[config.mk]
export PLATFORM = sky130hd
export DESIGN_NAME = ptc_horner_cell
export DESIGN_NICKNAME = d
export VERILOG_FILES = /design/src/rtl/ptc_pkg.sv /design/src/rtl/ptc_horner_cell.sv
export SDC_FILE = /design/constraint.sdc
export NUM_CORES = 2
export LEC_CHECK = 0
export ABC_AREA = 1
export BUFFER_PORTS_ARGS = -buffer_cell sky130_fd_sc_hd__buf_4
export CORE_MARGIN = 2
export CORE_UTILIZATION = 30
export CTS_BUF_LIST = sky130_fd_sc_hd__clkbuf_4
export CTS_CLUSTER_SIZE = 10
export DETAILED_ROUTE_END_ITERATION = 8
export PLACE_DENSITY = 0.45
export SYNTH_ARGS = -nofsm -noshare
export SYNTH_HDL_FRONTEND = slang
export SYNTH_SLANG_ARGS = --single-unit
[constraint.sdc]
create_clock -name clk -period 15.81 [get_ports clk]
set_input_delay 3.162 -clock clk [delete_from_list [all_inputs] [get_ports clk]]
set_output_delay 3.162 -clock clk [all_outputs]
set_load 0.05 [all_outputs]
[src/rtl/ptc_pkg.sv]
// shared types, constants and coefficient tables of the polynomial trig unit
// used by every module of the block; depends on nothing
`timescale 1ns / 1ps

package ptc_pkg;

  localparam int FRAC_BITS = 28;
  localparam int INT_FRAC = 30;
  localparam int ARG_SHIFT = INT_FRAC - FRAC_BITS;
  localparam int SQRT_STEPS = 31;
  localparam int HORNER_CELLS = 8;

  localparam logic [63:0] PI_2_Q62 = 64'h6487ED5110B4611A;
  localparam logic signed [32:0] BND_PI2 = 33'(PI_2_Q62 >> (62 - FRAC_BITS));
  localparam logic signed [32:0] BND_PI4 = 33'(PI_2_Q62 >> (63 - FRAC_BITS));
  localparam logic signed [32:0] BND_ONE = 33'sd1 <<< FRAC_BITS;
  localparam logic signed [34:0] PI_2_Q30 = 35'sd1686629713;
  localparam logic signed [33:0] ONE_Q30 = 34'sd1073741824;

  typedef enum logic [2:0] {
    CMD_SIN  = 3'd0,
    CMD_COS  = 3'd1,
    CMD_TAN  = 3'd2,
    CMD_ASIN = 3'd3,
    CMD_ACOS = 3'd4,
    CMD_ATAN = 3'd5
  } cmd_t;

  // word moved along the square root cells
  typedef struct packed {
    logic [2:0]         cmd;
    logic               err;
    logic signed [31:0] x;
    logic [60:0]        rem;
    logic [61:0]        root;
  } sqrt_word_t;

  // word moved along the horner cells
  typedef struct packed {
    logic [2:0]         cmd;
    logic               err;
    logic signed [31:0] x;
    logic signed [32:0] m;
    logic [31:0]        root;
    logic signed [33:0] acc;
  } horner_word_t;

  // coefficient lists padded in front with zeros to nine entries
  localparam logic signed [33:0] SIN_C [9] = '{
    34'sd0, 34'sd0, 34'sd0, -34'sd26, 34'sd2956, -34'sd213040, 34'sd8947847,
    -34'sd178956970, ONE_Q30};
  localparam logic signed [33:0] COS_C [9] = '{
    34'sd0, 34'sd0, 34'sd0, -34'sd280, 34'sd26587, -34'sd1491255, 34'sd44739216,
    -34'sd536870908, ONE_Q30};
  localparam logic signed [33:0] TAN_C [9] = '{
    34'sd0, 34'sd0, 34'sd10218596, 34'sd3114415, 34'sd26376564, 34'sd57309961,
    34'sd143228998, 34'sd357911869, ONE_Q30};
  localparam logic signed [33:0] ARC_C [9] = '{
    34'sd0, 34'sd0, 34'sd0, 34'sd0, 34'sd0, -34'sd20110433, 34'sd79737142,
    -34'sd227756103, 34'sd1686557207};
  localparam logic signed [33:0] ATAN_C [9] = '{
    34'sd3077586, -34'sd17357828, 34'sd46073847, -34'sd80841635, 34'sd114420763,
    -34'sd152566896, 34'sd214679118, -34'sd357911922, ONE_Q30};

  function automatic logic signed [33:0] coef(input logic [2:0] cmd, input logic [3:0] idx);
    logic signed [33:0] c;
    c = '0;
    if (idx <= 4'd8) begin
      unique case (cmd)
        CMD_SIN:  c = SIN_C[idx];
        CMD_COS:  c = COS_C[idx];
        CMD_TAN:  c = TAN_C[idx];
        CMD_ASIN: c = ARC_C[idx];
        CMD_ACOS: c = ARC_C[idx];
        CMD_ATAN: c = ATAN_C[idx];
        default:  c = '0;
      endcase
    end
    return c;
  endfunction

  // q60 product back to q30, round to nearest, ties away from zero
  function automatic logic signed [36:0] qround(input logic signed [67:0] p);
    logic [67:0] mag;
    logic [67:0] q;
    mag = p[67] ? unsigned'(-p) : unsigned'(p);
    q = (mag + (68'd1 << (INT_FRAC - 1))) >> INT_FRAC;
    return p[67] ? -signed'(q[36:0]) : signed'(q[36:0]);
  endfunction

  function automatic logic is_arc(input logic [2:0] cmd);
    return (cmd == CMD_ASIN) || (cmd == CMD_ACOS);
  endfunction

endpackage

[src/rtl/ptc_horner_cell.sv]
// one horner step: acc times operand, rounded, plus this cell's coefficient
// depends on ptc_pkg
`timescale 1ns / 1ps

module ptc_horner_cell import ptc_pkg::*; (
  input  logic         clk,
  input  logic         rst_n,
  input  logic         en,
  input  logic [3:0]   idx,
  input  logic         v_in,
  input  horner_word_t w_in,
  output logic         v_r,
  output horner_word_t w_r
);

  logic signed [67:0] prod;
  logic signed [36:0] sum;
  horner_word_t       w_nxt;

  always_comb begin
    prod = 68'(w_in.acc * w_in.m);
    sum = qround(prod) + 37'(coef(w_in.cmd, idx));
    w_nxt = w_in;
    w_nxt.acc = sum[33:0];
  end

  always_ff @(posedge clk) begin
    if (!rst_n) begin
      v_r <= 1'b0;
    end else if (en) begin
      v_r <= v_in;
    end
  end

  always_ff @(posedge clk) begin
    if (en) begin
      w_r <= w_nxt;
    end
  end

endmodule
==> results.sh <==
export IMPL_drt_iter0_drc=2608
export IMPL_reg2reg_to="v_r$_SDFFE_PN0P_"
export IMPL_ys_top_cells_by_area="fa_1, inv_1, nand2_1"
export IMPL_syn_area_um2=54010
export IMPL_start_util=0.3024
export IMPL_grt_start_max_net_pins=62
export IMPL_cts_sinks=136
export IMPL_grtUsageMet3=0.01795
export IMPL_die_y_um=428.3
export IMPL_path_clk_slew_ps=150
export IMPL_max_freq_mhz=68.38
export IMPL_area_growth_pct=9.409
export IMPL_period_share=0.9250
export IMPL_setup_ws_ps=1185
export IMPL_num_rows=155
export IMPL_cts_tree="yes"
export IMPL_globalRoute_totalOverflow=0
export IMPL_gp_congestion=0.9410
export IMPL_clock_latency_ps=830
export IMPL_die_width_um=428.3
export IMPL_drive_gt1_frac=0.08028
export IMPL_fin_cells=9652
export IMPL_num_fill_cells=19160
export IMPL_clk_path_buf_depth=2
export IMPL_cp_data_required_time_ps=16410
export IMPL_synth_edff_count=135
export IMPL_grt_pass1_wl_um=283300
export IMPL_htree_num_levels=4
export IMPL_dp_hpwl_um=153400
export IMPL_drcViolationCount=0
export IMPL_synthArstFlopShare=0
export IMPL_layout_commonest_cell="inv_1"
export IMPL_wire_per_inst_um=18.59
export IMPL_maxCapViolations=0
export IMPL_tightest_slew_ps=916.8
export IMPL_worstSetupPathType="in -> reg"
export IMPL_netlist_instances=7162
export IMPL_r2r_slack_ps=15150
export IMPL_grtUsageTotal=0.2003
export IMPL_synth_largest_area_cell="fa_1"
export IMPL_dp_cells=9610
export IMPL_syn_nets=8746
export IMPL_rsz0062_at_grt="false"
export IMPL_min_path_type="reg -> reg"
export IMPL_num_nets_final=8858
export IMPL_hold_depth=2
export IMPL_synth_top_family_by_area="adder cells"
export IMPL_synthMuxAreaShare=0
export IMPL_postRouteAntennaNets=0
export IMPL_num_io_pins=279
export IMPL_maxSlewViolCount=0
export IMPL_setup_viol=0
export IMPL_crit_path_top_delay_cell="fa_1"
export IMPL_critPathMostFrequentCell="nand2_1"
export IMPL_reg2reg_depth=2
export IMPL_worstHoldStart="v_r$_SDFFE_PN0P_"
export IMPL_min_period_ps=14620
export IMPL_firstDrtPassIters=5
export IMPL_hold_violations=0
export IMPL_routed_via_count=43480
export IMPL_crit_path_start_kind="input port"
export IMPL_use_met2=0.3350
export IMPL_antenna_found_initial=4
export IMPL_ys_warn_count=0
export IMPL_slew_headroom=0.3831
export IMPL_fin_util=0.3309
export IMPL_grt_met1_usage=0.2855
export IMPL_core_um2=178600
export IMPL_skew_ps=0
export IMPL_yosys_area_share_xor_xnor=0.01355
export IMPL_final_cell_mix="inv_1, nand2_1, fa_1"
export IMPL_first_global_vias=46730
export IMPL_synth_top_area_frac=0.4362
export IMPL_status="completed"
export IMPL_cts_resized_gates=0
export IMPL_regToRegStartpoint="v_r$_SDFFE_PN0P_"
export IMPL_clock_root_buffer="clkbuf_4"
export IMPL_post_cts_buffers=0
export IMPL_vias_per_cell=4.505
export IMPL_fin_setup_tns_ps=0
export IMPL_yosysSeqAreaShare=0.07542
export IMPL_netlist_cell_type_count=58
export IMPL_worstHoldEndpoint="v_r$_SDFFE_PN0P_"
export IMPL_end_kind="flip-flop"
export IMPL_dieArea_um2=183500
export IMPL_crit_path_max_fanout=35
export IMPL_synth_seq_cells=136
export IMPL_synth_ff_type="edfxtp_1"
export IMPL_synthAdderAreaFrac=0.4974
export IMPL_cts_buffers=17
export IMPL_post_place_ws_ps=328.8
export IMPL_cts_hold_buf=0
export IMPL_crit_arrival_ps=15230
export IMPL_synthSimpleGateAreaFrac=0.2181
export IMPL_synth_compound_area_frac=0.02708
export IMPL_grt_busiest_layer="met2"
export IMPL_cpPeakStageDelay_ps=560
export IMPL_io_buffers=278
export IMPL_routed_wirelength_um=179400
export IMPL_syn_area_per_cell_um2=7.542
how the worst max path moves through the flow:
stage	slack [ps]	end	cells after the start	from
2_1_floorplan	900	w_r[33]$_DFFE_PP_	64	w_in[33]
3_3_place_gp	410	w_r[33]$_DFFE_PP_	59	w_in[75]
3_5_place_dp	330	w_r[33]$_DFFE_PP_	59	w_in[75]
4_1_cts	1300	w_r[33]$_DFFE_PP_	63	w_in[75]
5_1_grt	220	w_r[33]$_DFFE_PP_	64	w_in[73]
6_report	1190	w_r[33]$_DFFE_PP_	63	w_in[75]
synth_stat cells, types with 7 or more instances:
cell type and count:
xor2_1 51, a21oi_1 142, ha_1 264, nand3b_1 28, o21ai_0 63, fa_1 1177, edfxtp_1 135, a31oi_1 10
or2_2 16, nor3_1 28, nor2_2 46, nand3_2 14, nand2_2 41, inv_2 20, nor2_4 21, nand4_1 77
clkbuf_1 271, clkinv_1 7, xnor2_1 27, inv_1 2105, nand3_1 207, nor2_1 309, nand2_1 2022
cell families (layout without fill, tap and decap cells):
kind of cell	Yosys count	after routing
compound gates	263	263
xor+xnor	81	81
fa+ha+maj	1441	1441
buf+inv	2417	2542
flops	136	136
other cells	0	10
simple gates	2824	2824
routing by layer:
layer | part of all wire | routed length [µm]
met1 | 0.48 | 85390
met2 | 0.47 | 84430
met3 | 0.041 | 7298
met4 | 0.013 | 2268
met5 | 0.000039 | 7
flip-flops by register name (all words and copies together), names as in the netlist:
signal and cells:
v_r 1, w_r 135
critical path, delay by kind of cell:
kind                     cells  cell delay [ps]
adder cells (fa/ha/maj)     11             5110
AND/OR/NAND/NOR             30             3590
AO/OA/AOI/OAI               13             2210
buffers and inverters        8              860
XOR/XNOR                     1              190
per-stage QoR:
| stage | hold WS (ps) | area [µm²] |
|---|---|---|
| final | 559.3 | 59100 |
| after global routing | 588.7 | 59090 |
| after CTS | 559.3 | 59070 |
| after detailed placement | 534.3 | 58750 |
| after global placement | 526.0 | 58750 |
| after floorplan | 753.5 | 54010 |
layout make-up:
class	count	area [µm²]	area share
clock inverter	15	198.9	0.003366
inverter	2132	8003	0.1354
multi-input combinational	4609	40840	0.6911
timing repair buffer	378	2879	0.04872
sequential	136	4074	0.06894
antenna	10	25.02	0.0004234
clock buffer	17	127.6	0.002160
tap	2355	2947	0.04986
Power is not shown: default switching activity piles up to over one toggle a cycle in this logic, so the estimate is an artifact.
