File: src/rtl/ptc_pkg.sv
// shared types, constants and coefficient tables of the polynomial trig unit
// used by every module of the block; depends on nothing
`timescale 1ns / 1ps

package ptc_pkg;

  localparam int FRAC_BITS = 28;
  localparam int INT_FRAC = 30;
  localparam int ARG_SHIFT = INT_FRAC - FRAC_BITS;
  localparam int SQRT_STEPS = 31;
  localparam int HORNER_CELLS = 8;

  localparam logic [63:0] PI_2_Q62 = 64'h6487ED5110B4611A;
  localparam logic signed [32:0] BND_PI2 = 33'(PI_2_Q62 >> (62 - FRAC_BITS));
  localparam logic signed [32:0] BND_PI4 = 33'(PI_2_Q62 >> (63 - FRAC_BITS));
  localparam logic signed [32:0] BND_ONE = 33'sd1 <<< FRAC_BITS;
  localparam logic signed [34:0] PI_2_Q30 = 35'sd1686629713;
  localparam logic signed [33:0] ONE_Q30 = 34'sd1073741824;

  typedef enum logic [2:0] {
    CMD_SIN  = 3'd0,
    CMD_COS  = 3'd1,
    CMD_TAN  = 3'd2,
    CMD_ASIN = 3'd3,
    CMD_ACOS = 3'd4,
    CMD_ATAN = 3'd5
  } cmd_t;

  // word moved along the square root cells
  typedef struct packed {
    logic [2:0]         cmd;
    logic               err;
    logic signed [31:0] x;
    logic [60:0]        rem;
    logic [61:0]        root;
  } sqrt_word_t;

  // word moved along the horner cells
  typedef struct packed {
    logic [2:0]         cmd;
    logic               err;
    logic signed [31:0] x;
    logic signed [32:0] m;
    logic [31:0]        root;
    logic signed [33:0] acc;
  } horner_word_t;

  // coefficient lists padded in front with zeros to nine entries
  localparam logic signed [33:0] SIN_C [9] = '{
    34'sd0, 34'sd0, 34'sd0, -34'sd26, 34'sd2956, -34'sd213040, 34'sd8947847,
    -34'sd178956970, ONE_Q30};
  localparam logic signed [33:0] COS_C [9] = '{
    34'sd0, 34'sd0, 34'sd0, -34'sd280, 34'sd26587, -34'sd1491255, 34'sd44739216,
    -34'sd536870908, ONE_Q30};
  localparam logic signed [33:0] TAN_C [9] = '{
    34'sd0, 34'sd0, 34'sd10218596, 34'sd3114415, 34'sd26376564, 34'sd57309961,
    34'sd143228998, 34'sd357911869, ONE_Q30};
  localparam logic signed [33:0] ARC_C [9] = '{
    34'sd0, 34'sd0, 34'sd0, 34'sd0, 34'sd0, -34'sd20110433, 34'sd79737142,
    -34'sd227756103, 34'sd1686557207};
  localparam logic signed [33:0] ATAN_C [9] = '{
    34'sd3077586, -34'sd17357828, 34'sd46073847, -34'sd80841635, 34'sd114420763,
    -34'sd152566896, 34'sd214679118, -34'sd357911922, ONE_Q30};

  function automatic logic signed [33:0] coef(input logic [2:0] cmd, input logic [3:0] idx);
    logic signed [33:0] c;
    c = '0;
    if (idx <= 4'd8) begin
      unique case (cmd)
        CMD_SIN:  c = SIN_C[idx];
        CMD_COS:  c = COS_C[idx];
        CMD_TAN:  c = TAN_C[idx];
        CMD_ASIN: c = ARC_C[idx];
        CMD_ACOS: c = ARC_C[idx];
        CMD_ATAN: c = ATAN_C[idx];
        default:  c = '0;
      endcase
    end
    return c;
  endfunction

  // q60 product back to q30, round to nearest, ties away from zero
  function automatic logic signed [36:0] qround(input logic signed [67:0] p);
    logic [67:0] mag;
    logic [67:0] q;
    mag = p[67] ? unsigned'(-p) : unsigned'(p);
    q = (mag + (68'd1 << (INT_FRAC - 1))) >> INT_FRAC;
    return p[67] ? -signed'(q[36:0]) : signed'(q[36:0]);
  endfunction

  function automatic logic is_arc(input logic [2:0] cmd);
    return (cmd == CMD_ASIN) || (cmd == CMD_ACOS);
  endfunction

endpackage

File: src/rtl/ptc_sqrt_cell.sv
// one digit step of the pipelined square root of the arc functions
// depends on ptc_pkg
`timescale 1ns / 1ps

module ptc_sqrt_cell import ptc_pkg::*; (
  input  logic       clk,
  input  logic       rst_n,
  input  logic       en,
  input  logic [4:0] k,
  input  logic       v_in,
  input  sqrt_word_t w_in,
  output logic       v_r,
  output sqrt_word_t w_r
);

  logic [61:0] bit_val;
  logic [61:0] trial;
  sqrt_word_t  w_nxt;

  always_comb begin
    bit_val = 62'd1 << {k, 1'b0};
    trial = w_in.root + bit_val;
    w_nxt = w_in;
    if ({1'b0, w_in.rem} >= trial) begin
      w_nxt.rem = w_in.rem - trial[60:0];
      w_nxt.root = (w_in.root >> 1) + bit_val;
    end else begin
      w_nxt.root = w_in.root >> 1;
    end
  end

  always_ff @(posedge clk) begin
    if (!rst_n) begin
      v_r <= 1'b0;
    end else if (en) begin
      v_r <= v_in;
    end
  end

  always_ff @(posedge clk) begin
    if (en) begin
      w_r <= w_nxt;
    end
  end

endmodule

File: config.mk
export PLATFORM = sky130hd
export DESIGN_NAME = ptc_sqrt_cell
export DESIGN_NICKNAME = d
export VERILOG_FILES = /design/src/rtl/ptc_pkg.sv /design/src/rtl/ptc_sqrt_cell.sv
export SDC_FILE = /design/constraint.sdc
export NUM_CORES = 1
export LEC_CHECK = 0
export BUFFER_PORTS_ARGS = -buffer_cell sky130_fd_sc_hd__buf_2
export CAP_MARGIN = 20
export CORE_MARGIN = 1
export CORE_UTILIZATION = 34
export DETAILED_ROUTE_END_ITERATION = 16
export RECOVER_POWER = 50
export SETUP_SLACK_MARGIN = 0.15
export SLEW_MARGIN = 20
export SYNTH_ARGS = -nofsm -noshare
export SYNTH_HDL_FRONTEND = slang
export SYNTH_SLANG_ARGS = --single-unit
File: constraint.sdc
create_clock -name clk -period 22.9 [get_ports clk]
set_input_delay 4.58 -clock clk [delete_from_list [all_inputs] [get_ports clk]]
set_output_delay 4.58 -clock clk [all_outputs]
set_load 0.05 [all_outputs]
==> results.json, run 1 <==
{
  "cts_sinks": 160,
  "final_nets": 2269,
  "fin_crit_ns": 12.21,
  "worst_path_max_delay_cell": "buf_4",
  "die_x_um": 211,
  "power.density_nw_per_um2": 57.3,
  "fin_setup_tns_ns": 0,
  "place_congestion": 0.960,
  "maxSlewViolCount": 107,
  "end_kind": "flop",
  "grt.overflow.total": 0,
  "wire_per_inst_um": 20.4,
  "required_ns": 23.12,
  "synth.distinct_cells": 92,
  "yosysWarningCount": 0,
  "grt_use_total_pct": 23.4,
  "grt_antenna_before_repair": 4,
  "postSynthCellCount": 1720,
  "reg2reg_slack_ns": 22.25,
  "synth_area_per_cell_um2": 8.62,
  "io_pins": 328,
  "cts-root-buf": "clkbuf_16",
  "synthArstFlopShare_pct": 0,
  "cts_tree": "yes",
  "drive_gt1_share_pct": 15.2,
  "crit_path_max_incr_delay_ns": 0.78,
  "post-cts-setup-buffers": 0,
  "max_cap_viol_count": 2,
  "core-area_um2": 43100,
  "path_clk_slew_ns": 0.07,
  "grt_start_max_net_pins": 104,
  "stdcell_count": 2595,
  "post-route-drc-count": 0,
  "synth-main-ff-cell": "edfxtp_1",
  "die_h_um": 211,
  "worst_slew_pin_slew_ns": 3.55,
  "hold_buffers": 0,
  "fmax_mhz": 81.9,
  "finalHoldViolCount": 0,
  "final_antenna_net_count": 0,
  "setup.worst_path.start_class": "input pin",
  "cts_inserted_buffers": 17,
  "synth-seq-cells": 160,
  "min_period_over_period_pct": 53.3,
  "finClkSkew_ns": 0,
  "drt_iter0_drc": 1192,
  "crit_top_cell": "o21ai_0",
  "status": "complete, but fails checks",
  "firstDrtPassIters": 5,
  "start_util_pct": 34.4,
  "grt_pass1_wl_um": 79400,
  "p_leak_uw": 0.00684,
  "slew-limit-headroom_pct": -137,
  "clock_path_buffers": 2,
  "num_vias": 14400,
  "hpwl_um": 42500,
  "wirelength_um": 52900,
  "finalSetupViolations": 0,
  "cts_resized": 0,
  "synth_edf_count": 159,
  "crit_type": "in2reg",
  "cp.arrival_ns": 12.42,
  "cp_max_fo": 103,
  "syn_nets": 1994,
  "ir_drop_mv": 0.0377,
  "area_growth_pct": 16.5,
  "dp_cells": 2561,
  "dieArea_um2": 44500,
  "std_cell_rows": 76,
  "routed_via_density": 5.53,
  "yosysSeqAreaShare_pct": 32.3,
  "rsz0062_at_grt": "no",
  "netlist_area_um2": 14800,
  "clk_latency_ns": 0.47,
  "hold_path_class": "reg2reg",
  "grt_pass1_vias": 13600,
  "violations": "max-capacitance violations, max-slew violations",
  "cts_htree_levels": 4,
  "portBuffers": 327
}
## per-stage QoR
stage                     hold slack [ns]  total power [µW]  utilization [%]  instance area, µm²  setup slack (ns)
after CTS                           0.524              1000             40.4               17400             10.80
final                               0.524               991             40.1               17300             10.69
after global routing                0.562              1040             40.1               17300             10.18
after detailed placement            0.504               723             39.2               16900             10.33
after global placement              0.496               722             39.2               16900             10.31
after floorplan                     0.743               617                -               14800             12.41
## cells in the final DEF, fill, tap and decap left out, types with 15 or more instances in the layout
cell type / netlist / routed
buf_2: 18 / 226
nand2_1: 208 / 208
o21ai_0: 159 / 159
edfxtp_1: 159 / 159
nor2_1: 125 / 125
a21oi_1: 120 / 120
ha_1: 105 / 105
clkbuf_1: 45 / 103
xnor2_1: 102 / 102
xor2_1: 85 / 85
a21o_1: 46 / 46
inv_1: 45 / 45
nand3_1: 39 / 39
a31oi_1: 37 / 37
nand4_1: 33 / 33
nor2b_1: 30 / 30
nor3_1: 30 / 30
o21bai_1: 26 / 26
and3_1: 19 / 19
clkbuf_16: 0 / 17
o21a_1: 16 / 16
nand2b_1: 15 / 15
## cells by family (layout without fill, tap and decap cells)
| logic type | count (synthesis) | after routing | synth area share (%) |
|---|---|---|---|
| AOI/OAI and AO/OA | 554 | 554 | 24.2 |
| xor gates and xnor gates | 187 | 187 | 11.0 |
| adders and majority gates | 107 | 107 | 9.06 |
| buffers and inverters | 126 | 414 | 3.87 |
| DFF | 160 | 160 | 32.3 |
| muxes | 9 | 9 | 0.675 |
| other | 0 | 2 | 0 |
| and+or+nand+nor | 577 | 577 | 18.8 |
## cell usage after synthesis, types with 33 or more instances
cell	instances	area (µm²)
a21o_1	46	345
a21oi_1	120	601
a31oi_1	37	231
clkbuf_1	45	169
edfxtp_1	159	4770
ha_1	105	1310
inv_1	45	169
nand2_1	208	781
nand3_1	39	195
nand4_1	33	206
nor2_1	125	469
o21ai_0	159	796
xnor2_1	102	893
xor2_1	85	744
## final timing paths
path | startpoint | depth (start not counted) | endpoint
max reg2reg | v_r | 2 | v_r
max | k[0] | 26 | w_r[93]
min reg2reg | v_r | 2 | v_r
min | v_r | 2 | v_r
## power by group
| group | internal [µW] | total, µW | switching, µW |
|---|---|---|---|
| clock | 140 | 275 | 135 |
| combinational | 99.3 | 354 | 255 |
| sequential | 354 | 362 | 8.02 |
## cell type report
cell class / count / area, µm²
inverter: 46 / 173
timing repair buffer: 336 / 1570
fill: 4480 / 25800
sequential: 160 / 4790
clock inverter: 14 / 109
multi-input combinational: 1434 / 9460
clock buffer: 18 / 429
tap: 585 / 732
antenna: 2 / 5.00
## registers in the layout, indices dropped and copies added (netlist names)
register  cells
w_r         159
v_r           1
## layer usage
layer  routed length, µm  up-vias  track usage [%]
met5                   0        -                0
met4                1280        0             7.82
met3                2990       65             3.61
met2               24200      514             37.6
met1               24400     6821             32.0
li1                    -     6959                -
## critical path: cells and delay by family
kind / cells / cell delay (ns)
AO/OA/AOI/OAI: 16 / 4.18
XOR/XNOR: 1 / 0.28
adder cells (fa/ha/maj): 2 / 0.75
buffers and inverters: 2 / 0.99
multiplexers: 1 / 0.42
AND/OR/NAND/NOR: 4 / 1.10
Note: power is estimated with default switching activity, not from simulation.
==> run 2: changes to the inputs <==
clock period = 11.3 ns   (was 22.9 ns; I/O delays follow)
==> run 2 against run 1 <==
Against the previous run:
- the flow still finishes with violations (max-capacitance violations, max-slew violations)
- largest cell class unchanged
- cell count about the same
- combinational power grew 100%
- critical endpoint is now w_r[51]
- highest routed layer is now met5
- worst setup slack worse by 8.5 ns
- via count down 0.75%
==> results.json, run 2 (synthesis gave the netlist of run 1 again) <==
{
  "status": "complete, but fails checks",
  "violations": "max-capacitance violations, max-slew violations",
  "num_vias": 14300,
  "required_ns": 11.52,
  "dieArea_um2": 44500,
  "grt_pass1_wl_um": 78900,
  "end_kind": "flop",
  "fin_crit_ns": 9.13,
  "slew-limit-headroom_pct": -248,
  "seq_area_um2": 4790,
  "grt_pass1_vias": 13600,
  "wire_per_inst_um": 20.2,
  "reg2reg_from": "v_r",
  "die_x_um": 211,
  "portBuffers": 327,
  "hold_buffers": 0,
  "wirelength_um": 52500,
  "hpwl_um": 42500,
  "place_congestion": 0.976,
  "cts_htree_levels": 4,
  "crit_path_start": "k[1]",
  "cp.arrival_ns": 9.36,
  "critical-path-top-delay-family": "compound AO/OA/AOI/OAI gates",
  "cp_max_fo": 53,
  "clk_latency_ns": 0.48,
  "reg.largest.list": "w_r (159), v_r (1)",
  "setup.worst_path.start_class": "input pin",
  "final_antenna_net_count": 0,
  "p_int_uw": 1280,
  "post-cts-setup-buffers": 0,
  "p_clk_share_pct": 30.4,
  "dp_cells": 2561,
  "finClkSkew_ns": 0,
  "area_growth_pct": 17.1,
  "layout_commonest_cell": "buf_2",
  "crit_path_max_incr_delay_ns": 0.79,
  "fmax_mhz": 109,
  "cts_inserted_buffers": 17,
  "finalHoldViolCount": 0,
  "p_leak_uw": 0.00686,
  "drt_iter0_drc": 1023,
  "crit_top_cell": "nor2_1",
  "post-route-drc-count": 0,
  "nFillCells": 4495,
  "stdcell_count": 2597,
  "firstDrtPassIters": 6,
  "power.density_nw_per_um2": 120,
  "ir_drop_mv": 0.0872,
  "top_layer_used": "met5",
  "crit_type": "in2reg",
  "grt_start_max_net_pins": 112,
  "cts_sinks": 160,
  "multi_input_area_um2": 9470,
  "final_cell_mix": "buf_2, nand2_1, o21ai_0, edfxtp_1, nor2_1",
  "worst-path-buf-inv": 2,
  "max_cap_viol_count": 1,
  "drive_gt1_share_pct": 14.8,
  "path_clk_slew_ns": 0.07,
  "finalSetupViolations": 0,
  "io_pins": 328,
  "grt.overflow.total": 0,
  "worst_slew_pin_slew_ns": 5.21,
  "p_sw_uw": 807,
  "min_period_over_period_pct": 80.8,
  "largest_reg_flops": 159,
  "clock_path_buffers": 2,
  "wl_met2_um": 24100,
  "std_cell_rows": 76,
  "start_util_pct": 34.4,
  "met1_length_um": 24300,
  "worst_path_max_delay_cell": "o31ai_1",
  "maxSlewViolCount": 93,
  "die_h_um": 211,
  "hold_ws_ns": 0.538,
  "grt_antenna_before_repair": 5,
  "grt_use_total_pct": 23.3,
  "hold_start": "v_r",
  "sw_frac_of_total_pct": 38.7,
  "final_core_utilization_pct": 40.3,
  "cts-root-buf": "clkbuf_16",
  "rsz0062_at_grt": "no",
  "comb_power_share_pct": 34.3,
  "fin_setup_tns_ns": 0,
  "hold_path_class": "reg2reg",
  "final_nets": 2269,
  "cts_resized": 0,
  "power_frac_seq_pct": 35.2,
  "top_register": "w_r",
  "core-area_um2": 43100,
  "routed_via_density": 5.49,
  "met3WireLength_um": 3070,
  "cts_tree": "yes"
}
-- run 2: cell types whose count changed in the layout (fill, tap and decap cells not counted), moves of 2 or more --
| cell | before | now |
|---|---|---|
| buf_2 | 226 | 214 |
| diode_2 | 2 | 4 |
| bufinv_16 | 0 | 3 |
| clkinv_4 | 5 | 1 |
| clkbuf_1 | 103 | 114 |
| clkinv_1 | 3 | 1 |
-- run 2: path summary, 6_finish.rpt --
| kind | to | slack (ns) | cells past startpoint |
|---|---|---|---|
| hold / removal | v_r | 0.54 | 2 |
| hold reg to reg | v_r | 0.54 | 2 |
| setup reg to reg | v_r | 10.58 | 2 |
| setup / recovery | w_r[51] | 2.17 | 28 |
-- run 2: cell type report --
cell class	instances	area share (%)
repair buffers	336	9.07
inverters	46	0.994
flip-flops and latches	160	27.6
diodes	4	0.0576
clock buffers	19	2.55
multi-input cells	1434	54.5
clock inverters	13	1.02
well taps	585	4.21
-- run 2: metal layers --
layer / GRT usage [%] / up-vias
met3: 3.90 / 61
met2: 37.5 / 542
met5: 0 / -
li1: - / 6959
met1: 31.6 / 6687
met4: 7.62 / 2
-- run 2: per-stage QoR --
stage               setup slack (ns)  area (µm²)  power (µW)
finish                          2.17       17400        2080
floorplan                       3.13       14800        1250
detailed placement              1.80       16900        1460
global route                    1.72       17400        2180
CTS                             2.30       17500        2110
global placement                1.79       16900        1460
-- run 2: power by group through the flow --
stage / sequential (µW) / combinational (µW) / clock [µW]
2_1_floorplan: 930 / 320 / 0
3_3_place_gp: 744 / 719 / 0
4_1_cts: 732 / 724 / 657
3_5_place_dp: 744 / 721 / 0
5_1_grt: 740 / 768 / 672
6_report: 734 / 716 / 634
-- run 2: tightest hold or removal path: cells and delay by family, from the launching register on --
family | cells | cell delay (ns)
multiplexers | 1 | 0.12
flip-flops | 1 | 0.32
AND/OR/NAND/NOR | 1 | 0.06
